===== config.mk =====
export PLATFORM = sky130hd
export DESIGN_NAME = limb_bignum_arith_unit
export DESIGN_NICKNAME = d
export VERILOG_FILES = /design/src/rtl/core/lbau_pkg.sv /design/src/rtl/core/limb_bignum_arith_unit.sv /design/src/rtl/core/lbau_colacc.sv
export SDC_FILE = /design/constraint.sdc
export NUM_CORES = 2
export LEC_CHECK = 0
export BUFFER_PORTS_ARGS = -buffer_cell sky130_fd_sc_hd__buf_2
export CORE_ASPECT_RATIO = 0.75
export CORE_MARGIN = 1
export CORE_UTILIZATION = 25
export DETAILED_ROUTE_END_ITERATION = 7
export GPL_ROUTABILITY_DRIVEN = 0
export PLACE_DENSITY = 0.43
export SLEW_MARGIN = 25
export SYNTH_ARGS = -nofsm -noshare
export SYNTH_HDL_FRONTEND = slang
export SYNTH_SLANG_ARGS = --single-unit

===== constraint.sdc =====
create_clock -name clk -period 11.58 [get_ports clk]
set_clock_uncertainty 0.05 [all_clocks]
set_input_delay 0.579 -clock clk [delete_from_list [all_inputs] [get_ports clk]]
set_output_delay 0.579 -clock clk [all_outputs]
set_load 0.01 [all_outputs]

===== src/rtl/core/lbau_pkg.sv =====
// Shared constants, codes and types for the limb-serial bignum unit.
// No dependencies; imported by every module of the block.
package lbau_pkg;

  localparam int LIMB_COUNT = 8;
  localparam int LIMB_AW    = (LIMB_COUNT > 1) ? $clog2(LIMB_COUNT) : 1;
  localparam int COL_COUNT  = 2 * LIMB_COUNT;
  localparam int COL_AW     = $clog2(COL_COUNT);

  localparam int LIMB_W = 32;
  localparam int WORD_W = 36;
  localparam int SUM_W  = WORD_W + 2;
  localparam logic [WORD_W-1:0] WORD_MAX = {WORD_W{1'b1}};

  // stream widths
  localparam int KIND_W     = 3;
  localparam int IDX_W      = 3;
  localparam int POS_W      = 4;
  localparam int SRC_W      = 2;
  localparam int IN_DATA_W  = 40;
  localparam int OUT_DATA_W = 40;

  // input kinds
  localparam logic [KIND_W-1:0] KIND_LOAD_A = 3'd0;
  localparam logic [KIND_W-1:0] KIND_LOAD_B = 3'd1;
  localparam logic [KIND_W-1:0] KIND_MUL    = 3'd2;
  localparam logic [KIND_W-1:0] KIND_SQR    = 3'd3;
  localparam logic [KIND_W-1:0] KIND_CSUB   = 3'd4;
  localparam logic [KIND_W-1:0] KIND_CSWAP  = 3'd5;
  localparam logic [KIND_W-1:0] KIND_CMOV   = 3'd6;

  // result sources
  localparam logic [SRC_W-1:0] SRC_COL = 2'd0;
  localparam logic [SRC_W-1:0] SRC_A   = 2'd1;
  localparam logic [SRC_W-1:0] SRC_B   = 2'd2;
  localparam logic [SRC_W-1:0] SRC_BAD = 2'd3;

  // column store control
  typedef struct packed {
    logic              clear;   // invalidate all columns (reads as zero)
    logic              acc_en;  // saturating add of two addends at addr
    logic              load_en; // plain write of addend a at addr
    logic [COL_AW-1:0] addr;
  } col_ctl_t;

endpackage


===== src/rtl/core/limb_bignum_arith_unit.sv =====
// Limb-serial bignum unit: operand store, shared 32x32 multiplier, sequencer.
// Depends on lbau_pkg and lbau_colacc.
// Loads take one limb and give no result. Multiply/square: per row one operand fetch,
//   a multiply and an accumulate per product and one high-half write (L = LIMB_COUNT),
//   then 2*L column words.
// Cond subtract: L borrow steps, then L words; cmov L words; cswap 2*L words.
// Not ready until the last word of an operation is in the output register.
// Sync reset: operands zeroed, column store invalidated, output emptied.
module limb_bignum_arith_unit import lbau_pkg::*; (
  input  logic                  clk,
  input  logic                  rst,
  input  logic                  s_tvalid,
  output logic                  s_tready,
  input  logic [IN_DATA_W-1:0]  s_tdata,  // limb_index[2:0], limb_value[34:3], flag[35]
  input  logic [KIND_W-1:0]     s_tuser,  // kind
  output logic                  m_tvalid,
  input  logic                  m_tready,
  output logic [OUT_DATA_W-1:0] m_tdata,  // position[3:0], word[39:4]
  output logic [SRC_W-1:0]      m_tuser,  // source
  output logic                  m_tlast
);

  localparam logic [2:0] S_IDLE   = 3'd0;
  localparam logic [2:0] S_ROW    = 3'd1;
  localparam logic [2:0] S_MUL    = 3'd2;
  localparam logic [2:0] S_ACC    = 3'd3;
  localparam logic [2:0] S_ROWEND = 3'd4;
  localparam logic [2:0] S_SUB    = 3'd5;
  localparam logic [2:0] S_EMIT   = 3'd6;

  logic [2:0] state;

  // operand limbs, each array read at one address per cycle
  logic [LIMB_W-1:0] opa [LIMB_COUNT];
  logic [LIMB_W-1:0] opb [LIMB_COUNT];

  logic [KIND_W-1:0] op;
  logic              flag;
  logic              take;     // cond subtract result goes to A
  logic              borrow;
  logic              phase;    // cswap: 0 emits A, 1 emits B
  logic [COL_AW-1:0] ci;
  logic [LIMB_AW-1:0] cj;
  logic [LIMB_W-1:0] xr;
  logic [LIMB_W-1:0] hi_prev;
  logic [2*LIMB_W-1:0] prod;

  // input unpack
  logic              accept;
  logic [IDX_W-1:0]  in_idx;
  logic [LIMB_W-1:0] in_val;
  logic              in_flag;
  logic              in_idx_ok;

  assign s_tready  = (state == S_IDLE);
  assign accept    = s_tvalid && s_tready;
  assign in_idx    = s_tdata[IDX_W-1:0];
  assign in_val    = s_tdata[IDX_W +: LIMB_W];
  assign in_flag   = s_tdata[IDX_W+LIMB_W];
  assign in_idx_ok = (32'(in_idx) < LIMB_COUNT);

  // operand read ports; square reads A on the column side too
  logic [LIMB_AW-1:0] a_addr, b_addr;
  logic [LIMB_W-1:0]  a_rd, b_rd;

  assign a_addr = (state == S_MUL && op == KIND_SQR) ? cj : ci[LIMB_AW-1:0];
  assign b_addr = (state == S_MUL) ? cj : ci[LIMB_AW-1:0];
  assign a_rd   = opa[a_addr];
  assign b_rd   = opb[b_addr];

  // borrow chain step for cond subtract
  logic [LIMB_W:0] sub_full;
  assign sub_full = {1'b0, a_rd} - {1'b0, b_rd} - (LIMB_W+1)'(borrow);

  // column store
  col_ctl_t          col_ctl;
  logic [LIMB_W-1:0] col_a, col_b;
  logic [WORD_W-1:0] col_rd;

  always_comb begin
    col_ctl.clear   = accept && (s_tuser == KIND_MUL || s_tuser == KIND_SQR);
    col_ctl.acc_en  = (state == S_ACC) || (state == S_ROWEND);
    col_ctl.load_en = (state == S_SUB);
    unique case (state)
      S_ACC:    col_ctl.addr = ci + COL_AW'(cj);
      S_ROWEND: col_ctl.addr = ci + COL_AW'(LIMB_COUNT);
      default:  col_ctl.addr = ci;
    endcase
    col_a = hi_prev;
    col_b = '0;
    if (state == S_ACC) begin
      col_a = prod[LIMB_W-1:0];
      col_b = hi_prev;
    end else if (state == S_SUB) begin
      col_a = sub_full[LIMB_W-1:0];
    end
  end

  lbau_colacc u_colacc (
    .clk     (clk),
    .rst     (rst),
    .ctl     (col_ctl),
    .add_a   (col_a),
    .add_b   (col_b),
    .rd_data (col_rd)
  );

  // result word selection
  logic              out_free, emit_go, is_mul;
  logic              limb_end, col_end, emit_last;
  logic [LIMB_W-1:0] emit_limb;
  logic [WORD_W-1:0] emit_word;
  logic [SRC_W-1:0]  emit_src;

  assign out_free = !m_tvalid || m_tready;
  assign emit_go  = (state == S_EMIT) && out_free;
  assign is_mul   = (op == KIND_MUL) || (op == KIND_SQR);
  assign limb_end = (ci == COL_AW'(LIMB_COUNT - 1));
  assign col_end  = (ci == COL_AW'(COL_COUNT - 1));

  always_comb begin
    case (op)
      KIND_CSUB:  emit_limb = take ? col_rd[LIMB_W-1:0] : a_rd;
      KIND_CSWAP: emit_limb = (phase || flag) ? b_rd : a_rd;
      default:    emit_limb = flag ? b_rd : a_rd;
    endcase
    emit_word = is_mul ? col_rd : WORD_W'(emit_limb);
    if (is_mul) begin
      emit_src  = SRC_COL;
      emit_last = col_end;
    end else if (op == KIND_CSWAP) begin
      emit_src  = phase ? SRC_B : SRC_A;
      emit_last = phase && limb_end;
    end else begin
      emit_src  = SRC_A;
      emit_last = limb_end;
    end
  end

  // sequencer, operand writes, output register control
  always_ff @(posedge clk) begin
    if (rst) begin
      state    <= S_IDLE;
      m_tvalid <= 1'b0;
      for (int k = 0; k < LIMB_COUNT; k++) begin
        opa[k] <= '0;
        opb[k] <= '0;
      end
    end else begin
      if (emit_go) begin
        m_tvalid <= 1'b1;
      end else if (m_tready) begin
        m_tvalid <= 1'b0;
      end

      unique case (state)
        S_IDLE: begin
          if (accept) begin
            case (s_tuser)
              KIND_LOAD_A: if (in_idx_ok) opa[LIMB_AW'(in_idx)] <= in_val;
              KIND_LOAD_B: if (in_idx_ok) opb[LIMB_AW'(in_idx)] <= in_val;
              KIND_MUL, KIND_SQR: state <= S_ROW;
              KIND_CSUB: state <= S_SUB;
              KIND_CSWAP, KIND_CMOV: state <= S_EMIT;
              default: ;
            endcase
          end
        end
        S_ROW:  state <= S_MUL;
        S_MUL:  state <= S_ACC;
        S_ACC:  state <= (cj == LIMB_AW'(LIMB_COUNT - 1)) ? S_ROWEND : S_MUL;
        S_ROWEND: state <= limb_end ? S_EMIT : S_ROW;
        S_SUB:  if (limb_end) state <= S_EMIT;
        S_EMIT: begin
          if (emit_go) begin
            case (op)
              KIND_CSUB: if (take) opa[ci[LIMB_AW-1:0]] <= emit_limb;
              KIND_CMOV: if (flag) opa[ci[LIMB_AW-1:0]] <= b_rd;
              KIND_CSWAP: begin
                if (flag && !phase) begin
                  opa[ci[LIMB_AW-1:0]] <= b_rd;
                  opb[ci[LIMB_AW-1:0]] <= a_rd;
                end
              end
              default: ;
            endcase
            if (emit_last) state <= S_IDLE;
          end
        end
        default: state <= S_IDLE;
      endcase
    end
  end

  // datapath registers, no reset needed
  always_ff @(posedge clk) begin
    unique case (state)
      S_IDLE: begin
        if (accept) begin
          op     <= s_tuser;
          flag   <= in_flag;
          ci     <= '0;
          borrow <= 1'b0;
          phase  <= 1'b0;
        end
      end
      S_ROW: begin
        xr      <= a_rd;
        hi_prev <= '0;
        cj      <= '0;
      end
      S_MUL: prod <= (2*LIMB_W)'(xr) * (2*LIMB_W)'(a_addr == cj && op == KIND_SQR ?
                                                     a_rd : b_rd);
      S_ACC: begin
        hi_prev <= prod[2*LIMB_W-1:LIMB_W];
        cj      <= cj + 1'b1;
      end
      S_ROWEND: ci <= limb_end ? '0 : ci + 1'b1;
      S_SUB: begin
        borrow <= sub_full[LIMB_W];
        if (limb_end) begin
          // take when flag is set or A >= B, i.e. the chain does not borrow out
          take <= flag || !sub_full[LIMB_W];
          ci   <= '0;
        end else begin
          ci <= ci + 1'b1;
        end
      end
      S_EMIT: begin
        if (emit_go) begin
          if (op == KIND_CSWAP && !phase && limb_end) begin
            phase <= 1'b1;
            ci    <= '0;
          end else begin
            ci <= ci + 1'b1;
          end
        end
      end
      default: ;
    endcase
  end

  // output register
  always_ff @(posedge clk) begin
    if (emit_go) begin
      m_tdata <= {emit_word, POS_W'(ci)};
      m_tuser <= emit_src;
      m_tlast <= emit_last;
    end
  end

endmodule


===== src/rtl/core/lbau_colacc.sv =====
// Column-sum store with a saturating accumulate port.
// Depends on lbau_pkg.
module lbau_colacc import lbau_pkg::*; (
  input  logic              clk,
  input  logic              rst,
  input  col_ctl_t          ctl,
  input  logic [LIMB_W-1:0] add_a,
  input  logic [LIMB_W-1:0] add_b,
  output logic [WORD_W-1:0] rd_data
);

  logic [WORD_W-1:0]    cols [COL_COUNT];
  logic [COL_COUNT-1:0] valid;
  logic [SUM_W-1:0]     sum;
  logic [WORD_W-1:0]    sat_sum;

  // unwritten columns read as zero
  assign rd_data = valid[ctl.addr] ? cols[ctl.addr] : '0;

  assign sum     = SUM_W'(rd_data) + SUM_W'(add_a) + SUM_W'(add_b);
  assign sat_sum = (sum > SUM_W'(WORD_MAX)) ? WORD_MAX : sum[WORD_W-1:0];

  always_ff @(posedge clk) begin
    if (rst) begin
      valid <= '0;
    end else if (ctl.clear) begin
      valid <= '0;
    end else if (ctl.acc_en || ctl.load_en) begin
      valid[ctl.addr] <= 1'b1;
    end
  end

  always_ff @(posedge clk) begin
    if (ctl.acc_en) begin
      cols[ctl.addr] <= sat_sum;
    end else if (ctl.load_en) begin
      cols[ctl.addr] <= WORD_W'(add_a);
    end
  end

endmodule


After elaboration in Yosys (flattened, before gate mapping)
Memories as Yosys holds them, arrays and structs flattened.
Index checks and enable logic that the tools add are counted.
Widths: inputs -> output; s select.
{"block": "classes", "add_sub_neg": 8, "bitwise_logic": 5, "magnitude_cmp": 3, "multipliers": 1, "reduce_logical": 42, "mux": 94, "eq_ne": 27}
{"operator": "$mux 32", "n": 14}
{"operator": "$pmux 32 s2", "n": 2}
{"operator": "$reduce_or 32->1", "n": 4}
{"operator": "$mux 36", "n": 3}
{"operator": "$mul 32x32->64", "n": 1}
{"operator": "$mux 1", "n": 49}
{"operator": "$add 38x32->38", "n": 1}
{"operator": "$gt 38x36->1 const B", "n": 1}
{"operator": "$add 36x32->37", "n": 1}
{"operator": "$mux 3", "n": 12}
{"operator": "$sub 32x32->33", "n": 1}
{"operator": "$sub 33x1->33", "n": 1}
{"operator": "$eq 3x3->1 const B", "n": 10}
{"operator": "$pmux 3 s7", "n": 1}
{"operator": "$eq 3x2->1 const B", "n": 6}
{"operator": "$mux 4", "n": 4}
{"operator": "$or 16x16->16", "n": 1}
{"operator": "$pmux 4 s3", "n": 1}
{"operator": "$logic_and 1x1->1", "n": 10}
{"operator": "$reduce_or 2->1", "n": 5}
{"operator": "$pmux 3 s3", "n": 1}
{"operator": "$pmux 4 s2", "n": 1}
{"operator": "$reduce_bool 2->1", "n": 4}
{"operator": "$logic_or 1x1->1", "n": 7}
{"operator": "27 further kinds", "n": 39}
{"block": "word_totals", "output_inout_bits": 45, "ramBits": 1088, "memories": 3, "reg_bits": 205, "in_bits": 47}
{"memory": "u_colacc.cols", "depth": 16, "width": 36, "read_ports": 1, "rd_ports_with_merged_regs": 0, "wr": 1, "line_no": "lbau_colacc.sv:12", "rtl": "logic [WORD_W-1:0] cols [COL_COUNT];"}
{"memory": "opa", "depth": 8, "width": 32, "read_ports": 1, "rd_ports_with_merged_regs": 0, "wr": 8, "line_no": "limb_bignum_arith_unit.sv:34", "rtl": "logic [LIMB_W-1:0] opa [LIMB_COUNT];"}
{"memory": "opb", "depth": 8, "width": 32, "read_ports": 1, "rd_ports_with_merged_regs": 0, "wr": 8, "line_no": "limb_bignum_arith_unit.sv:35", "rtl": "logic [LIMB_W-1:0] opb [LIMB_COUNT];"}

Depth between registers and ports, before layout
An unclocked memory read counts as a cell.
{"block": "logic_depth", "depth_word": 13, "depth_mapped": 53, "depth_no_buf": 47}

By module
From an unflattened synthesis, not the netlist that was laid out.
{"block": "unflattened", "cells_unflattened": 7686, "hier_area_um2": 92994.2}
{"module": "limb_bignum_arith_unit", "area_per_inst_um2": 67538.5, "cells_per_inst": 6390, "seq_area_each_um2": 21010.2, "instances": 1}
{"module": "lbau_colacc", "area_per_inst_um2": 25455.7, "cells_per_inst": 1296, "seq_area_each_um2": 17616.9, "instances": 1}

Worst setup path after synthesis
No wires, ideal clock.
{"block": "synth_path", "kind": "reg2reg", "start": "reg state[2]", "end": "reg prod[58] (data pin)", "synth_period_minus_slack_ps": 10493, "setup_ps": 258, "slack_ps": 1087, "stages_incl_launch_ff": 39, "arrival_time_ps": 10184, "cell_sequence": "dfxtp_1 buf_2 or3b_1 buf_2 inv_2 buf_4 mux2i_1 buf_1 mux2i_1 a21oi_1 clkbuf_1 nand2_1 fa_1 inv_1 fa_1 inv_1 fa_1 inv_1 (+3 left out) fa_1 inv_1 fa_1 inv_1 fa_1 inv_1 ha_1 clkbuf_1 nand4_1 nor2_1 nand3_1 or4_1 o21ba_2 a21oi_1 o221ai_1 o31ai_1 a31oi_1 xnor2_1"}
{"block": "synth_via", "elab_chain_len": 7, "word_cells_on_any_way": 10, "cone_classes": "mul: 1; eq/ne: 2; mux: 3; reduce/logical: 2; memory: 2"}
{"element": "from (decl)", "line_no": "limb_bignum_arith_unit.sv:31", "rtl": "logic [2:0] state;"}
{"element": "from (signal assigned)", "line_no": "limb_bignum_arith_unit.sv:171", "rtl": "S_ACC: state <= (cj == LIMB_AW'(LIMB_COUNT - 1)) ? S_ROWEND : S_MUL;"}
{"element": "from (signal assigned)", "line_no": "limb_bignum_arith_unit.sv:172", "rtl": "S_ROWEND: state <= limb_end ? S_EMIT : S_ROW;"}
{"element": "$eq 3x2->1 (*)", "line_no": "limb_bignum_arith_unit.sv:66, limb_bignum_arith_unit.sv:67"}
{"element": "parallel branches: the longest is 4 deep, another holds $mem_v2 8x32"}
{"element": "$mux 32 (*)", "line_no": "limb_bignum_arith_unit.sv:212", "rtl": "S_MUL: prod <= (2*LIMB_W)'(xr) * (2*LIMB_W)'(a_addr == cj && op == KIND_SQR ?"}
{"element": "$mul 32x32->64 (*)", "line_no": "limb_bignum_arith_unit.sv:212"}
{"element": "to (signal assigned)", "line_no": "limb_bignum_arith_unit.sv:212"}
{"element": "to (decl)", "line_no": "limb_bignum_arith_unit.sv:46", "rtl": "logic [2*LIMB_W-1:0] prod;"}
Mark *: on every way between the ends.
A chain may end at the register's enable or synchronous reset.

Final worst setup path
{"block": "layout_path", "start": "reg state[2]", "end": "reg prod[57] (data pin)"}
{"block": "layout_via", "word_cells_on_any_way": 10, "cone_classes": "mul: 1; eq/ne: 2; mux: 3; reduce/logical: 2; memory: 2"}
{"element": "$eq 3x2->1", "line_no": "limb_bignum_arith_unit.sv:66", "rtl": "assign a_addr = (state == S_MUL && op == KIND_SQR) ? cj : ci[LIMB_AW-1:0];"}
{"element": "$logic_and 1x1->1", "line_no": "limb_bignum_arith_unit.sv:66"}
{"element": "$mux 3", "line_no": "limb_bignum_arith_unit.sv:66"}
{"element": "$mem_v2 8x32"}
{"element": "via a_rd[20]", "line_no": "limb_bignum_arith_unit.sv:64", "rtl": "logic [LIMB_W-1:0] a_rd, b_rd;"}
{"element": "$mux 32", "line_no": "limb_bignum_arith_unit.sv:212"}
{"element": "$mul 32x32->64", "line_no": "limb_bignum_arith_unit.sv:212"}
The timed path passes the listed nets, and every way through them passes these cells.

==> results by stage <==
GRT:
- The number of antenna violations at the first check in global routing is 38.
- The residual overflow from global routing is 0.
- The number of global-route vias before repair is 65.7k.
- The largest net degree at the start of global routing is 106.
- The wire length of the first global-routing pass is 481 mm.
- The total global routing track utilization is 17.6%.

Critical path:
- For this run, the slowest stage of the critical path takes 620 ps.
- The slack of the worst reg-to-reg path is 270 ps.
- The launch point of the worst reg-to-reg path is state[2].
- STA classifies the critical path endpoint as a register.
- The endpoint identified for the worst register-to-register timing path is prod[57].
- Data on the critical path arrives at its endpoint at 11790 ps.
- The category of the critical setup timing path is reg -> reg.
- The startpoint type of the worst setup path is a register.
- In this run the worst path has a maximum fanout of 31.
- The worst-case reg-to-reg path depth is 38.
- Data on the critical path is required at its endpoint by 12060 ps.
- In this design, the critical path's most frequently occurring cell is sky130_fd_sc_hd__fa_1.
- For this design, the slowest cell found on the critical path is sky130_fd_sc_hd__fa_1.

Yosys:
- Sequential cells were found to cover 41.4% of the synthesized design area.
- The post-synthesis area per instance is 11.1 µm².
- Counting flops with an async set or reset pin after synthesis yields a share of 0%.
- Among all flip-flop cells after synthesis, the most frequent one is sky130_fd_sc_hd__edfxtp_1.
- In this run, synthesis inferred 1273 flip-flops with an integrated enable.
- The unique cell type count in the Yosys netlist is 86.
- Synthesis produced a netlist with a net count of 9731.
- During synthesis, Yosys emitted a total of 0 warnings.
- The count of state elements after synthesis is 1293.
- The synthesized instance count is 8386.
- The synthesized netlist devotes 6.30% of its cell area to compound gates.
- The main combinational cell family by area after synthesis is adder cells.
- After synthesis, the cell types taking the most area are sky130_fd_sc_hd__edfxtp_1, sky130_fd_sc_hd__fa_1, sky130_fd_sc_hd__nand2_1.
- Of the post-synthesis cell area, the dominant cell type holds 41.0%.
- The most area-hungry cell type in the Yosys netlist is sky130_fd_sc_hd__edfxtp_1.
- The mux contribution to synthesized area is 6.30%.
- After synthesis the cells add up to 93200 µm².
- The synthesized netlist devotes 13.2% of its cell area to simple gates.
- The xor-xnor portion of the synthesized cell area is 1.55%.
- The adder and majority cell fraction of the synthesized area is 24.7%.

Worst hold path:
- The tightest min-delay check is of the in -> reg type.
- The endpoint of the worst hold-timing path is op[0].
- Counting instances, the worst hold path has a depth of 1.
- The launch instance of the worst min-delay path is s_tuser[0].

Clocking:
- TritonCTS built the clock tree.
- The insertion delay of the later-clocked pin in the worst-skew pair is 790 ps.
- Counting along the longest clock path gives a buffer depth of 3.
- Counting the buffers created by CTS gives 119.
- In this run the clock root is driven by a sky130_fd_sc_hd__clkbuf_16.
- The H-tree generated during clock tree synthesis spans 3 levels.
- The clock net sink count is 1293.
- Clock-pin slew was measured on the worst setup and hold paths at 70 ps.

Timing:
- Once routing completed, OpenROAD measured the worst setup slack at 271 ps.
- The number of hold violations in the final report is 0.
- The worst hold slack after final layout is 117 ps.
- Setup violations remaining at the end of the flow were counted as 0.
- For this run, the top clock speed supported by timing is 0.0884 GHz.
- In this run the tightest slew margin relative to its limit is 20.1%.
- The smallest clock period supported by the final layout is computed as 11310 ps.
- The total negative slack is 0 ps.
- At the pin with the least slew margin, the transition time is 1200 ps.
- The number of slew-limit violations in the final report is 0.
- The share of the clock period used by the worst path after layout is 97.7%.

Routing:
- Once detail routing completed, the nets flagged for antenna violations numbered 0.
- In the routed design, unresolved DRC markers number 0.
- The vias per cell is 4.81.
- The average routed wire per standard cell is 24.6 µm.
- The count of vias placed by the detailed router is 65.5k.
- The number of iterations in the first detailed-routing pass is 6.
- The first routing iteration left 7242 violations.
- The final layout contains routed wiring with a total length of 336 mm.

Floorplanning:
- The number of top-level pins is 92.
- The floorplan core area is 370000 µm².
- The number of cell rows is 193.
- The overall die height is 531 µm.
- The starting utilization of the core area is 25.2%.
- The die outline width is 707 µm.
- The die covers 375000 µm².

Finish:
- In the final layout, the share of cells above drive strength 1 is 12.8%.
- The area growth from synthesis to layout is 14.0%.
- The final layout net count is 9883.

Outcome:
- The flow ran to the end, and the final reports show no timing, DRC or antenna violations.

Place:
- The worst slack at placement is -51.3 ps.
- The count of buffers added on input and output ports is 87.
- The HPWL after detailed placement is 241 mm.

Flow run:
- The max-cap check violation count is 0.
[Yosys cell counts, types with 88 or more instances]
master                     instances
sky130_fd_sc_hd__nand2_1        1374
sky130_fd_sc_hd__edfxtp_1       1273
sky130_fd_sc_hd__inv_1          1123
sky130_fd_sc_hd__fa_1            901
sky130_fd_sc_hd__nor2_1          744
sky130_fd_sc_hd__ha_1            397
sky130_fd_sc_hd__clkbuf_1        388
sky130_fd_sc_hd__and2_1          307
sky130_fd_sc_hd__a21oi_1         274
sky130_fd_sc_hd__mux4_2          202
sky130_fd_sc_hd__nand3_1         194
sky130_fd_sc_hd__mux2i_1         112
sky130_fd_sc_hd__a21o_1          107
sky130_fd_sc_hd__o21ai_0          91
sky130_fd_sc_hd__xnor2_1          88
[registers in the layout, indices dropped and copies added, names as in the netlist]
register	flops
take	1
m_tdata	40
prod	64
cj	3
phase	1
ci	4
xr	32
hi_prev	32
flag	1
state	3
opb	256
op	3
u_colacc.valid	16
m_tvalid	1
borrow	1
m_tuser	2
u_colacc.cols	576
opa	256
m_tlast	1
[worst max-delay path, delay by kind of cell, from the launching register on]
family | cells | cell delay [ps]
buffers and inverters | 11 | 1670
adder cells (fa/ha/maj) | 9 | 4660
AND/OR/NAND/NOR | 9 | 1820
flip-flops | 1 | 320
AO/OA/AOI/OAI | 8 | 2320
XOR/XNOR | 1 | 170
[kinds of logic (layout without fill, tap and decap cells)]
group / Yosys count / after routing
mux: 331 / 331
flops: 1293 / 1293
fa+ha+maj: 1298 / 1298
buf+inv: 1594 / 1847
xor+xnor: 164 / 164
other cells: 0 / 14
simple gates: 2853 / 2854
compound gates: 853 / 853
[per-stage QoR]
stage | instances | area [µm²] | utilization (%)
after floorplan | 8386 | 93200 | -
after global placement | 13400 | 102000 | 27.5
after detailed placement | 13400 | 102000 | 27.5
after CTS | 13600 | 106000 | 28.6
after global routing | 13600 | 106000 | 28.7
final | 13600 | 106000 | 28.7
[worst max path at each step]
stage / start / to / slack [ps] / cells after the start
3_5_place_dp: state[2] / prod[58] / -50 / 36
5_1_grt: state[1] / u_colacc.cols[10][30] / -80 / 46
3_3_place_gp: state[2] / prod[58] / -90 / 36
2_1_floorplan: state[2] / prod[58] / 1090 / 38
4_1_cts: state[2] / prod[63] / 40 / 36
6_report: state[2] / prod[57] / 270 / 38
[timing repair]
item | in CTS | in global routing
hold endpoints to repair | 3 | 0
hold buffers | 3 | 0
gates resized for setup | 4 | 32
setup endpoints to repair | 4 | 596
pin swaps | 0 | 5
gates cloned | 0 | 1
buffers inserted | 0 | 20
[layout by cell type (no fill, tap or decap), types with 106 or more instances in the layout]
cell                           n
sky130_fd_sc_hd__a21oi_1     236
sky130_fd_sc_hd__nand2_1    1371
sky130_fd_sc_hd__mux2i_1     106
sky130_fd_sc_hd__nor2_1      743
sky130_fd_sc_hd__fa_1        901
sky130_fd_sc_hd__clkbuf_16   121
sky130_fd_sc_hd__nand3_1     193
sky130_fd_sc_hd__buf_4       361
sky130_fd_sc_hd__and2_1      303
sky130_fd_sc_hd__a21o_1      107
sky130_fd_sc_hd__mux4_2      202
sky130_fd_sc_hd__ha_1        397
sky130_fd_sc_hd__inv_1      1122
sky130_fd_sc_hd__edfxtp_1   1273
[cell type report]
type | count | area, µm²
diodes | 14 | 35.0
clock buffers | 144 | 3110
clock inverters | 79 | 724
fillers | 38400 | 264000
inverters | 1124 | 4220
multi-input cells | 5500 | 49300
flip-flops and latches | 1293 | 38600
well taps | 4972 | 6220
repair buffers | 500 | 4110
[metal layers]
layer  global-route usage [%]  wire length [µm]  vias to the layer above
li1                         -                 -                    28100
met1                     27.3            162000                    34200
met2                     25.0            136000                     2782
met3                     2.97             27500                      388
met4                     4.88             10500                        4
met5                        0                27                        -
Power is not shown: default switching activity piles up to over one toggle a cycle in this logic, so the estimate is an artifact.
